==> config.mk <==
export PLATFORM = sky130hd
export DESIGN_NAME = region_to_cam_block_splitter
export DESIGN_NICKNAME = d
export VERILOG_FILES = /design/src/rtl/rcbs_pkg.sv /design/src/rtl/rcbs_ctrl.sv /design/src/rtl/rcbs_datapath.sv /design/src/rtl/region_to_cam_block_splitter.sv
export VERILOG_INCLUDE_DIRS = /design/src /design/src/rtl
export SDC_FILE = /design/constraint.sdc
export NUM_CORES = 1
export LEC_CHECK = 0
export BUFFER_PORTS_ARGS = -buffer_cell sky130_fd_sc_hd__buf_2
export CAP_MARGIN = 20
export CORE_ASPECT_RATIO = 1.25
export CORE_MARGIN = 3
export CORE_UTILIZATION = 61
export CTS_BUF_LIST = sky130_fd_sc_hd__clkbuf_4
export DETAILED_ROUTE_END_ITERATION = 8
export GPL_TIMING_DRIVEN = 1
export MAX_ROUTING_LAYER = met4
export PLACE_DENSITY = 0.9
export SLEW_MARGIN = 20
export SYNTH_ARGS = -nofsm -noshare
export SYNTH_HDL_FRONTEND = slang
export SYNTH_SLANG_ARGS = --single-unit
==> constraint.sdc <==
create_clock -name clk -period 18.8 [get_ports clk]
set_clock_uncertainty 0.15 [all_clocks]
set_input_delay 0 -clock clk [delete_from_list [all_inputs] [get_ports clk]]
set_output_delay 0 -clock clk [all_outputs]
set_load 0.1 [all_outputs]
==> src/rtl/region_to_cam_block_splitter_assert.svh <==
// region_to_cam_block_splitter_assert.svh: assertion macros for the block splitter
// depends on nothing; included by the top level
`ifndef REGION_TO_CAM_BLOCK_SPLITTER_ASSERT_SVH
`define REGION_TO_CAM_BLOCK_SPLITTER_ASSERT_SVH

// same-cycle implication, checked out of reset
`define RCBS_ASSERT_IMPL(label, clk, rst_n, ante, cons, msg) \
	label: assert property (@(posedge clk) disable iff (!rst_n) (ante) |-> (cons)) \
		else $error(msg);

// next-cycle implication, checked out of reset
`define RCBS_ASSERT_NEXT(label, clk, rst_n, ante, cons, msg) \
	label: assert property (@(posedge clk) disable iff (!rst_n) (ante) |=> (cons)) \
		else $error(msg);

`endif

==> src/rtl/rcbs_pkg.sv <==
// rcbs_pkg: beat types, command/status structs and constants of the block splitter
// depends on nothing
`timescale 1ns / 1ps
`default_nettype none

package rcbs_pkg;

	// input beat
	typedef struct packed {
		logic        mode;
		logic [28:0] word_address;
		logic [24:0] word_count;
	} rcbs_in_t;

	// output beat, one per block
	typedef struct packed {
		logic [4:0]  entry_index;
		logic [31:0] cam_data;
		logic [31:0] cam_mask;
		logic [15:0] data_offset;
		logic [11:0] data_start;
		logic [24:0] block_words;
		logic [1:0]  status;
		logic        last;
	} rcbs_out_t;

	// commands from the controller to the datapath
	typedef struct packed {
		logic load;
		logic clear;
		logic step;
	} rcbs_cmd_t;

	// status from the datapath to the controller
	typedef struct packed {
		logic in_clear;
		logic in_empty;
		logic blk_last;
	} rcbs_stat_t;

	localparam logic       MODE_ADD        = 1'b0;
	localparam logic       MODE_CLEAR      = 1'b1;
	localparam logic [1:0] STATUS_OK       = 2'd0;
	localparam logic [1:0] STATUS_NO_ENTRY = 2'd1;
	localparam logic [1:0] STATUS_NO_DATA  = 2'd2;
	localparam logic [23:0] START_MASK     = 24'hffffff;
	localparam logic [5:0] BLOCKS_PER_ITEM = 6'd32;

endpackage

`default_nettype wire

==> src/rtl/rcbs_ctrl.sv <==
// rcbs_ctrl: controller state machine and output valid of the block splitter
// depends on rcbs_pkg
`timescale 1ns / 1ps
`default_nettype none

module rcbs_ctrl import rcbs_pkg::*; (
	input  wire logic       clk,
	input  wire logic       arst_n,
	input  wire logic       in_valid,
	output logic            in_ready,
	output logic            out_valid,
	input  wire logic       out_ready,
	input  wire rcbs_stat_t stat,
	output rcbs_cmd_t       cmd
);

	typedef enum logic [1:0] {
		ST_IDLE = 2'b01,
		ST_RUN  = 2'b10
	} rcbs_state_t;

	rcbs_state_t state_q, state_d;
	logic        out_valid_q;
	logic        accept;

	// handshake and commands
	assign in_ready  = (state_q == ST_IDLE);
	assign accept    = in_valid & in_ready;
	assign out_valid = out_valid_q;

	always_comb begin
		cmd.clear = accept & (stat.in_clear == MODE_CLEAR);
		cmd.load  = accept & (stat.in_clear == MODE_ADD) & ~stat.in_empty;
		cmd.step  = (state_q == ST_RUN) & (~out_valid_q | out_ready);
	end

	// next state
	always_comb begin
		state_d = state_q;
		case (state_q)
			ST_IDLE: begin
				if (cmd.load) state_d = ST_RUN;
			end
			ST_RUN: begin
				if (cmd.step && stat.blk_last) state_d = ST_IDLE;
			end
			default: state_d = ST_IDLE;
		endcase
	end

	always_ff @(posedge clk or negedge arst_n) begin
		if (!arst_n) begin
			state_q     <= ST_IDLE;
			out_valid_q <= 1'b0;
		end else begin
			state_q <= state_d;
			// output register fills on a step, drains when taken
			if (cmd.step) out_valid_q <= 1'b1;
			else if (out_ready) out_valid_q <= 1'b0;
		end
	end

endmodule

`default_nettype wire

==> src/rtl/rcbs_datapath.sv <==
// rcbs_datapath: allocators, region cursor, block split and output register
// depends on rcbs_pkg
`timescale 1ns / 1ps
`default_nettype none

module rcbs_datapath import rcbs_pkg::*; #(
	parameter int CAM_ENTRIES = 32,
	parameter int DATA_WORDS  = 4096
) (
	input  wire logic      clk,
	input  wire logic      arst_n,
	input  wire rcbs_in_t  in_data,
	input  wire rcbs_cmd_t cmd,
	output rcbs_stat_t     stat,
	output rcbs_out_t      out_data
);

	localparam int EW = $clog2(CAM_ENTRIES + 1);
	localparam int DW = $clog2(DATA_WORDS + 1);
	localparam int SW = 26;

	logic [EW-1:0] next_entry_q;
	logic [DW-1:0] next_data_q;
	logic [28:0]   cursor_q;
	logic [24:0]   remain_q;
	logic [5:0]    blk_cnt_q;
	rcbs_out_t     out_q;

	logic [23:0]   align_m;
	logic [24:0]   smear;
	logic [23:0]   mask;
	logic [24:0]   words;
	logic [24:0]   remain_next;
	logic [SW-1:0] data_end;
	logic          entry_full;
	logic          data_full;
	rcbs_out_t     blk;

	// largest aligned block: trailing zeros of the cursor and the highest
	// power of two not above the remaining count, both as low-bit masks
	always_comb begin
		align_m = 24'((cursor_q - 29'd1) & ~cursor_q);
		smear   = remain_q;
		smear   = smear | (smear >> 1);
		smear   = smear | (smear >> 2);
		smear   = smear | (smear >> 4);
		smear   = smear | (smear >> 8);
		smear   = smear | (smear >> 16);
		mask    = align_m & smear[24:1] & START_MASK;
		words   = {1'b0, mask} + 25'd1;
	end

	// allocator checks
	assign remain_next = remain_q - words;
	assign data_end    = SW'(next_data_q) + {1'b0, words};
	assign entry_full  = (next_entry_q >= EW'(CAM_ENTRIES)) || (blk_cnt_q >= BLOCKS_PER_ITEM);
	assign data_full   = data_end > SW'(DATA_WORDS);

	// result of this block
	always_comb begin
		blk = '0;
		if (entry_full) begin
			blk.status = STATUS_NO_ENTRY;
			blk.last   = 1'b1;
		end else if (data_full) begin
			blk.status = STATUS_NO_DATA;
			blk.last   = 1'b1;
		end else begin
			blk.entry_index = 5'(next_entry_q);
			blk.cam_data    = {3'b000, cursor_q[28:24], cursor_q[23:0] & ~mask};
			blk.cam_mask    = {3'b111, ~cursor_q[28:24], ~cursor_q[23:0] & ~mask};
			blk.data_offset = 16'(next_data_q) - cursor_q[15:0];
			blk.data_start  = 12'(next_data_q);
			blk.block_words = words;
			blk.status      = STATUS_OK;
			blk.last        = (remain_next == 25'd0);
		end
	end

	// status to the controller
	always_comb begin
		stat.in_clear = in_data.mode;
		stat.in_empty = (in_data.word_count == 25'd0);
		stat.blk_last = blk.last;
	end

	// allocator and cursor state
	always_ff @(posedge clk or negedge arst_n) begin
		if (!arst_n) begin
			next_entry_q <= '0;
			next_data_q  <= '0;
			cursor_q     <= '0;
			remain_q     <= '0;
			blk_cnt_q    <= '0;
		end else if (cmd.clear) begin
			next_entry_q <= '0;
			next_data_q  <= '0;
			cursor_q     <= '0;
			remain_q     <= '0;
			blk_cnt_q    <= '0;
		end else if (cmd.load) begin
			cursor_q  <= in_data.word_address;
			remain_q  <= in_data.word_count;
			blk_cnt_q <= '0;
		end else if (cmd.step && blk.status == STATUS_OK) begin
			next_entry_q <= next_entry_q + EW'(1);
			next_data_q  <= DW'(data_end);
			cursor_q     <= cursor_q + 29'(words);
			remain_q     <= remain_next;
			blk_cnt_q    <= blk_cnt_q + 6'd1;
		end
	end

	// output register
	always_ff @(posedge clk) begin
		if (cmd.step) out_q <= blk;
	end

	assign out_data = out_q;

endmodule

`default_nettype wire

==> src/rtl/region_to_cam_block_splitter.sv <==
// region_to_cam_block_splitter: top level, controller plus datapath
// depends on rcbs_pkg, rcbs_ctrl, rcbs_datapath, region_to_cam_block_splitter_assert.svh
//
// Usage:
// - input channel in_valid/in_ready/in_data: an add beat names a region by word
//   address and word count; a clear beat resets the entry and data allocators
// - output channel out_valid/out_ready/out_data: one beat per aligned
//   power-of-two block, carrying the CAM data/mask words, the entry and the
//   reserved data run; an error beat ends an item that ran out of entries or
//   data space; last marks the final beat of an item
// - the first beat of an add item is split from the region cursor, which is
//   loaded when its input beat is taken, into the output register; then one
//   beat per cycle from the block split step while the receiver takes them
// - a clear beat or a zero count gives no beat and does not hold the input side
// - a stalled receiver holds the output register and the split step waits;
//   the next input beat is taken as soon as the final block has been split
// - reset clears both allocators and the controller; the block is ready for
//   input as soon as reset is released
`timescale 1ns / 1ps
`default_nettype none

`include "region_to_cam_block_splitter_assert.svh"

module region_to_cam_block_splitter import rcbs_pkg::*; #(
	parameter int CAM_ENTRIES = 32,
	parameter int DATA_WORDS  = 4096
) (
	input  wire logic     clk,
	input  wire logic     arst_n,
	input  wire logic     in_valid,
	output logic          in_ready,
	input  wire rcbs_in_t in_data,
	output logic          out_valid,
	input  wire logic     out_ready,
	output rcbs_out_t     out_data
);

	rcbs_cmd_t  cmd;
	rcbs_stat_t stat;

	// controller
	rcbs_ctrl u_ctrl (
		.clk       (clk),
		.arst_n    (arst_n),
		.in_valid  (in_valid),
		.in_ready  (in_ready),
		.out_valid (out_valid),
		.out_ready (out_ready),
		.stat      (stat),
		.cmd       (cmd)
	);

	// datapath
	rcbs_datapath #(
		.CAM_ENTRIES (CAM_ENTRIES),
		.DATA_WORDS  (DATA_WORDS)
	) u_datapath (
		.clk      (clk),
		.arst_n   (arst_n),
		.in_data  (in_data),
		.cmd      (cmd),
		.stat     (stat),
		.out_data (out_data)
	);

	// checks
	`RCBS_ASSERT_IMPL(a_err_is_last, clk, arst_n, out_valid && out_data.status != STATUS_OK, out_data.last, "error beat without last")
	`RCBS_ASSERT_IMPL(a_err_zero, clk, arst_n, out_valid && out_data.status != STATUS_OK, out_data.block_words == 25'd0 && out_data.entry_index == 5'd0, "error beat carries block fields")
	`RCBS_ASSERT_IMPL(a_ok_pow2, clk, arst_n, out_valid && out_data.status == STATUS_OK, $onehot(out_data.block_words), "block size not a power of two")
	`RCBS_ASSERT_NEXT(a_busy_after_load, clk, arst_n, in_valid && in_ready && in_data.mode == MODE_ADD && in_data.word_count != 25'd0, !in_ready, "ready while splitting a region")

endmodule

`default_nettype wire

==> results of run 1 <==
-- path summary, 6_finish.rpt --
check,startpoint,endpoint,slack [ns],cells past startpoint
max in group asynchronous,arst_n,u_datapath.next_data_q[3]$_DFFE_PN0P_,17.40,4
worst max-delay path,u_datapath.remain_q[21]$_DFFE_PN0P_,u_datapath.cursor_q[4]$_DFFE_PN0P_,8.89,28
worst min-delay path,in_data[27],u_datapath.cursor_q[2]$_DFFE_PN0P_,0.08,4
worst max register to register,u_datapath.remain_q[21]$_DFFE_PN0P_,u_datapath.cursor_q[4]$_DFFE_PN0P_,8.89,28
min in group asynchronous,arst_n,u_datapath.remain_q[14]$_DFFE_PN0P_,0.24,4
worst min register to register,u_ctrl.out_valid$_DFFE_PN0P_,u_ctrl.out_valid$_DFFE_PN0P_,0.40,2
-- worst max-delay path: cells and delay by family (launching register included) --
kind            cells  cell delay (ns)
buf+inv             4             1.85
compound gates     11             2.97
fa+ha+maj           2             0.63
xor+xnor            1             0.18
flops               1             0.49
simple gates       10             3.53
-- layout make-up --
type	count	area, sq um	area share, %
Multi-Input combinational cell	1077	6940	42.3
Sequential cell	202	5660	34.5
Timing Repair Buffer	343	2490	15.2
Clock buffer	74	556	3.39
Tap cell	274	343	2.09
Inverter	71	269	1.64
Clock inverter	15	135	0.824
Antenna cell	1	2.50	0.0153
-- timing repair --
item                                   4_1_cts  5_1_grt
endpoints found under the hold margin      153        0
resized for setup                            0        0
hold buffers                               145        0
-- metal layers --
metal / routed length (um) / global-route usage (%) / up-vias
met5: 0 / - / -
met4: 2550 / 21.4 / 0
met3: 4420 / 5.97 / 220
met2: 20300 / 59.2 / 934
met1: 15000 / 45.1 / 6052
li1: - / - / 5834
-- logic make-up after synthesis --
kind of cell	synth area share [%]
other	0.0286
XOR/XNOR	5.22
buffers and inverters	4.38
multiplexers	1.21
adder cells (fa/ha/maj)	7.89
flip-flops	43.2
AO/OA/AOI/OAI	17.5
AND/OR/NAND/NOR	20.6
-- registers in the layout (all words and copies together) (netlist names) --
signal,flops
u_ctrl.out_valid,1
u_ctrl.state_q,2
u_datapath.blk_cnt_q,6
u_datapath.cursor_q,29
u_datapath.next_data_q,13
u_datapath.next_entry_q,6
u_datapath.out_data,120
u_datapath.remain_q,25
-- power by group --
group / switching, W / internal (W) / leakage (nW)
combinational: 0.000894 / 0.000563 / 4.43
clock: 0.000184 / 0.000221 / 0.404
sequential: 0.000116 / 0.000589 / 2.16
-- stage by stage --
stage,cell area [sq um],hold slack [ns],total power [W],utilization (%)
after global placement,14200,-0.210,0.00197,68.0
after detailed placement,14200,-0.208,0.00201,68.0
after floorplan,13200,-0.446,0.00170,-
after global routing,16400,0.112,0.00272,78.2
after CTS,16400,0.0159,0.00249,78.2
final,16400,0.0815,0.00257,78.2
-- cells in the mapped netlist (all sizes together), types with 17 or more instances --
master  instances
buf            24
a211oi         22
and2           38
edfxtp        120
dfrtp          81
o21ai          83
xnor2          42
xor2           31
nor3           66
nor2b          18
or3            21
o22ai          17
nor2          143
inv            71
nand2         119
a21oi          91
nand2b         20
clkbuf         46
nand4          17
nor4           23
nand3          29
ha             75
o21a           18
a31oi          21
==> summary.md, run 1 <==
| Metric | Value |
|---|---|
| Status | complete, no violations |
| CP required | 19.20 ns |
| Port Buffers | 182 |
| ANT nets after route | 0 |
| Max-cap violations | 0 |
| Commonest non-fill, non-tap cell in the layout | buf_2 |
| GRT Util Overall | 37.3% |
| Largest net degree at the start of global routing | 81 |
| Worst VDD drop | 108 uV |
| CTS Sinks | 202 |
| Pleak | 6.99 nW |
| Area growth, synth to finish | 25.2% |
| Vias | 13000 |
| DRC errors left | 0 |
| Max Fanout on Critical Path | 47 |
| Initial antenna violation count | 1 |
| Area share of the largest cell type after synthesis | 27.5% |
| Register area share after synthesis | 43.2% |
| Main flop type after synthesis | edfxtp_1 |
| CTS buffer count | 49 |
| Period utilisation layout | 52.7% |
| Die height | 170 um |
| Worst path slowest cell | a2111oi_1 |
| Commonest non-fill, non-tap cells in the layout | 181 x buf_2, 144 x dlygate4sd3_1, 141 x nor2_1 |
| Overflow left after global routing | 0 |
| Final setup fails | 0 |
| YS warnings | 0 |
| DP Worst Slack | 9.81 ns |
| Clock buffer depth | 3 |
| Post-synthesis cell count | 1406 |
| Vias in the first global route | 13100 |
| Fin. max-slew vios | 0 |
| Placed Cells | 1822 |
| Dpl hpwl | 26500 um |
| Startpoint Class | flop |
| First-pass iteration count of the detailed router | 9 |
| Relative slew slack | 33.5% |
| CP peak stage delay | 0.83 ns |
| DRT iter0 DRCs | 1478 |
| Die ar. | 23300 sq um |
| Final Routed Wirelength | 42200 um |
| Setup Buffers After CTS | 0 |
| First-pass GRT wire length | 66600 um |
| RSZ-0062 raised after global routing | no |
| # IOs | 186 |
| Synth area leader | edfxtp_1 |
| Achievable clock frequency | 101 MHz |
| Placer Congestion | 0.988 |
| EDFF count, synth | 120 |
| Mapped Area | 13100 sq um |
| Worst path arrival time | 10.31 ns |
| PwrDens | 157 nW/um^2 |
| Top cells by area, synth | edfxtp_1 27%, dfrtp_1 15%, ha_1 7.2% |
| CP Capture Type | flop |
| Kind of critical path | reg -> reg |
| Post-layout min period | 9.91 ns |
| Die width | 137 um |
| Root Driver | clkbuf_4 |
| Syn Area/Cell | 9.32 sq um |
| Synthesis-stage register bit count | 202 |
| Final Hold Vio Count | 0 |
| Fin nets | 1881 |
| Core area | 21000 sq um |
| Ys async rst share | 40.6% |
| CTS H-tree lvls | 2 |
| Via/cell ratio | 6.34 |
| Starting density of the core | 62.5% |
| Setup Total Neg Slack | 0 ns |
| Netlist cell types | 90 |
| Ratio of cells with drive above 1 in the final layout | 17.9% |
| Final worst slack | 8.89 ns |
| Worst Hold Class | in -> reg |
| Drt wl/cell | 20.5 um |
| Clk pin slew, worst setup/hold paths | 0.08 ns |
| Clock Latency Late Sink | 0.67 ns |
| Worst-Margin Slew | 0.997 ns |
| Row cnt | 59 |
| Fill cells | 1364 |
| Layout Cells excl Fill | 2057 |
| CTS tree | yes |
No activity file was read; power rests on OpenSTA's default activity.
==> inputs of run 2 (changes only) <==
ABC_AREA = 1   (was unset)
CORE_UTILIZATION = 60   (was 61)
PLACE_DENSITY = 0.89   (was 0.9)
clock period = 10.3 ns   (was 18.8 ns; I/O delays follow)
==> summary.md, run 2 <==
| Metric | Value |
|---|---|
| ANT nets after route | 0 (unchanged) |
| Post-synthesis compound-gate area fraction | 11.8% (-5.7 points) |
| Initial antenna violation count | 1 (unchanged) |
| Die height | 172 um (+1.5%) |
| Comb power frac | 62.8% (+6.0 points) |
| Final Hold Vio Count | 0 (unchanged) |
| Starting density of the core | 61.5% (-1.0 points) |
| Clk pin slew, worst setup/hold paths | 0.07 ns (about the same) |
| Netlist cell types | 53 (-41%) |
| Hold path endpoint | u_ctrl.out_valid$_DFFE_PN0P_ |
| Max FFs per register | 120 (unchanged) |
| Simple-gate share of the synthesized area | 25.3% (+4.6 points) |
| DRT iter0 DRCs | 1235 (-16%) |
| Port Buffers | 182 (unchanged) |
| Vias | 13200 (+1.3%) |
| Commonest non-fill, non-tap cells in the layout | 341 x nand2_1, 246 x nor2_1, 205 x inv_1 |
| Via/cell ratio | 5.78 (-8.8%) |
| Dpl hpwl | 29400 um (+11%) |
| CP peak stage delay | 0.67 ns (-0.16 ns) |
| Commonest cells post-synth | 341 x nand2_1, 248 x nor2_1, 205 x inv_1 |
| Die ar. | 24000 sq um (+3.0%) |
| Status | complete, no violations |
| Main flop type after synthesis | edfxtp_1 |
| R2R Setup Slk | 3.09 ns (-5.80 ns) |
| Final Routed Wirelength | 41800 um (-0.99%) |
| Count leader, synth | nand2_1 |
| Mapped Area | 13300 sq um (+1.5%) |
| Setup Buffers After CTS | 0 (unchanged) |
| Worst VDD drop | 234 uV (+120%) |
| CTS H-tree lvls | 2 (unchanged) |
| CTS Sinks | 202 (unchanged) |
| Clock buffer depth | 3 (unchanged) |
| Clk pwr share | 12.5% (-3.3 points) |
| Relative slew slack | 29.3% (-4.2 points) |
| Flop pwr share | 24.7% (-2.7 points) |
| Most used cell, CP | inv_1 |
| Final worst slack | 3.09 ns (-5.80 ns) |
| Syn Area/Cell | 7.95 sq um (-15%) |
| Storage element area | 5660 sq um (unchanged) |
| Multiplexer share of the synthesized area | 0.0753% (-1.1 points) |
| Startpoint Class | flop |
| Post-layout min period | 7.21 ns (-2.70 ns) |
| Post-synthesis cell count | 1672 (+19%) |
| Drt wl/cell | 18.3 um (-11%) |
| CP required | 10.71 ns (-8.49 ns) |
| Worst Hold Class | in -> reg |
| Ys async rst share | 40.6% (unchanged) |
| Register area share after synthesis | 42.5% (-0.63 points) |
| Kind of critical path | reg -> reg |
| Worst path slowest cell | nand2_2 |
| CTS buffer count | 47 (-4.1%) |
| Placer Congestion | 0.967 (-2.2%) |
| PwrDens | 342 nW/um^2 (+120%) |
| Synth area leader | edfxtp_1 |
| Period utilisation layout | 70.0% (+17 points) |
| R2r endpoint | u_datapath.cursor_q[0]$_DFFE_PN0P_ |
| CTS tree | yes |
| Row cnt | 60 (+1.7%) |
| Fin nets | 2104 (+12%) |
| GRT Util Overall | 34.8% (-2.5 points) |
| Worst-Margin Slew | 1.06 ns (+0.0644 ns) |
| Synthesis-stage register bit count | 202 (unchanged) |
| # IOs | 186 (unchanged) |
| Clock Latency Late Sink | 0.68 ns (about the same) |
| Sw Pwr | 0.00282 W (+140%) |
| Fill cells | 1625 (+19%) |
| DRC errors left | 0 (unchanged) |
| Max Fanout on Critical Path | 36 (-23%) |
| Multi-input gate area | 6630 sq um (-4.6%) |
| First-pass GRT wire length | 64700 um (-2.7%) |
| Internal Pwr Total | 0.00262 W (+91%) |
| Adder-Cell Fraction of Synth Area | 7.51% (-0.38 points) |
| Area growth, synth to finish | 19.7% |
| Worst path arrival time | 7.62 ns (-2.69 ns) |
| Vias in the first global route | 13000 (-1.1%) |
| EDFF count, synth | 120 (unchanged) |
| Max-cap violations | 0 (unchanged) |
| Die width | 139 um (+1.5%) |
| Area share of the largest cell type after synthesis | 27.1% (-0.40 points) |
| RSZ-0062 raised after global routing | no |
| Final setup fails | 0 (unchanged) |
| CP Capture Type | flop |
| Core area | 21600 sq um (+3.1%) |
| DP Worst Slack | 3.38 ns (-6.43 ns) |
| Synth Area in XOR/XNOR | 4.68% (-0.55 points) |
| Largest family of logic cells by synthesized area | simple AND/OR/NAND/NOR gates |
| Largest net degree at the start of global routing | 98 (+21%) |
| Pleak | 7.61 nW (+8.9%) |
| Switching Fraction | 51.9% (+5.3 points) |
| Top cells by area, synth | edfxtp_1 27%, dfrtp_1 15%, nand2_1 9.6% |
| Reg2Reg Launch Point | u_datapath.remain_q[20]$_DFFE_PN0P_ |
| Fin. max-slew vios | 0 (unchanged) |
| Achievable clock frequency | 139 MHz (+37%) |
| Worst Hold Launch | out_ready |
| First-pass iteration count of the detailed router | 7 (-2) |
| Overflow left after global routing | 0 (unchanged) |
| YS warnings | 0 (unchanged) |
| Root Driver | clkbuf_4 |
| Commonest non-fill, non-tap cell in the layout | nand2_1 |
| Worst R2R Path Depth | 32 (+14%) |
| Ratio of cells with drive above 1 in the final layout | 16.1% (-1.8 points) |
| Setup Total Neg Slack | 0 ns (unchanged) |
| Hold path depth | 5 (+1) |
run 2: changes by cell type after synthesis, sizes merged, moves of 23 or more:
cell / delta
xnor2: -23
o21ai: +70
nand3: +71
clkbuf: -25
nor3: -36
and2: -35
nand2: +228
inv: +140
nor2: +118
run 2: how the worst max path moves through the flow:
stage	from	to	slack, ns
6_report	u_datapath.remain_q[20]$_DFFE_PN0P_	u_datapath.cursor_q[0]$_DFFE_PN0P_	3.09
5_1_grt	u_datapath.remain_q[20]$_DFFE_PN0P_	u_datapath.cursor_q[0]$_DFFE_PN0P_	2.32
4_1_cts	u_datapath.remain_q[20]$_DFFE_PN0P_	u_datapath.cursor_q[1]$_DFFE_PN0P_	3.36
3_5_place_dp	u_datapath.remain_q[20]$_DFFE_PN0P_	u_datapath.cursor_q[1]$_DFFE_PN0P_	3.38
3_3_place_gp	u_datapath.remain_q[20]$_DFFE_PN0P_	u_datapath.cursor_q[1]$_DFFE_PN0P_	3.76
2_1_floorplan	u_ctrl.out_valid$_DFFE_PN0P_	u_datapath.blk_cnt_q[2]$_DFFE_PN0P_	2.63
run 2: power by group through the flow:
stage | registers, W | logic, W | clock network, W
global route | 0.00136 | 0.00376 | 0.000727
CTS | 0.00133 | 0.00332 | 0.000686
detailed placement | 0.00134 | 0.00317 | 0
global placement | 0.00134 | 0.00308 | 0
finish | 0.00134 | 0.00342 | 0.000682
floorplan | 0.00152 | 0.00227 | 0
run 2: repair_timing:
item	4_1_cts	5_1_grt
hold buffers	87	0
gates resized for setup	0	0
endpoints found under the hold margin	156	0
run 2: cell families (layout without fill, tap and decap cells):
kind of cell / count (synthesis) / in the layout
muxes: 1 / 1
AOI/OAI and AO/OA: 284 / 284
other: 1 / 16
DFF: 202 / 202
adders and majority gates: 78 / 78
buffers and inverters: 257 / 576
xor gates and xnor gates: 71 / 71
and+or+nand+nor: 778 / 778
run 2: final cells by class:
type | count | area share (%)
Tap cell | 279 | 2.19
Clock buffer | 73 | 3.44
Inverter | 212 | 5.03
Antenna cell | 1 | 0.0157
Sequential cell | 202 | 35.5
Multi-Input combinational cell | 1227 | 41.6
Timing Repair Buffer | 277 | 11.6
Clock inverter | 14 | 0.542
run 2: stage by stage:
| stage | util (%) | cells | hold slack (ns) | cell area, sq um | power, W |
|---|---|---|---|---|---|
| floorplan | - | 1686 | -0.446 | 13400 | 0.00379 |
| global placement | 66.6 | 2110 | 0.107 | 14400 | 0.00442 |
| detailed placement | 66.6 | 2110 | 0.134 | 14400 | 0.00451 |
| CTS | 73.6 | 2284 | 0.00835 | 15900 | 0.00533 |
| global route | 73.6 | 2285 | 0.0727 | 15900 | 0.00585 |
| finish | 73.6 | 2285 | 0.0473 | 15900 | 0.00544 |
run 2: routing by layer:
metal / vias up / share of wire [%] / GRT usage (%)
met4: 0 / 5.0 / 17.2
met5: - / 0 / -
li1: 6145 / - / -
met2: 792 / 50 / 59.8
met1: 6085 / 37 / 40.3
met3: 184 / 8.3 / 4.87
run 2: critical path, delay by kind of cell, from the launching register on:
family                     cells  cell delay [ns]
AOI/OAI and AO/OA              4             1.02
xor gates and xnor gates       2             0.54
adders and majority gates      2             0.61
buffers and inverters          6             0.53
DFF                            1             0.42
and+or+nand+nor               18             3.80
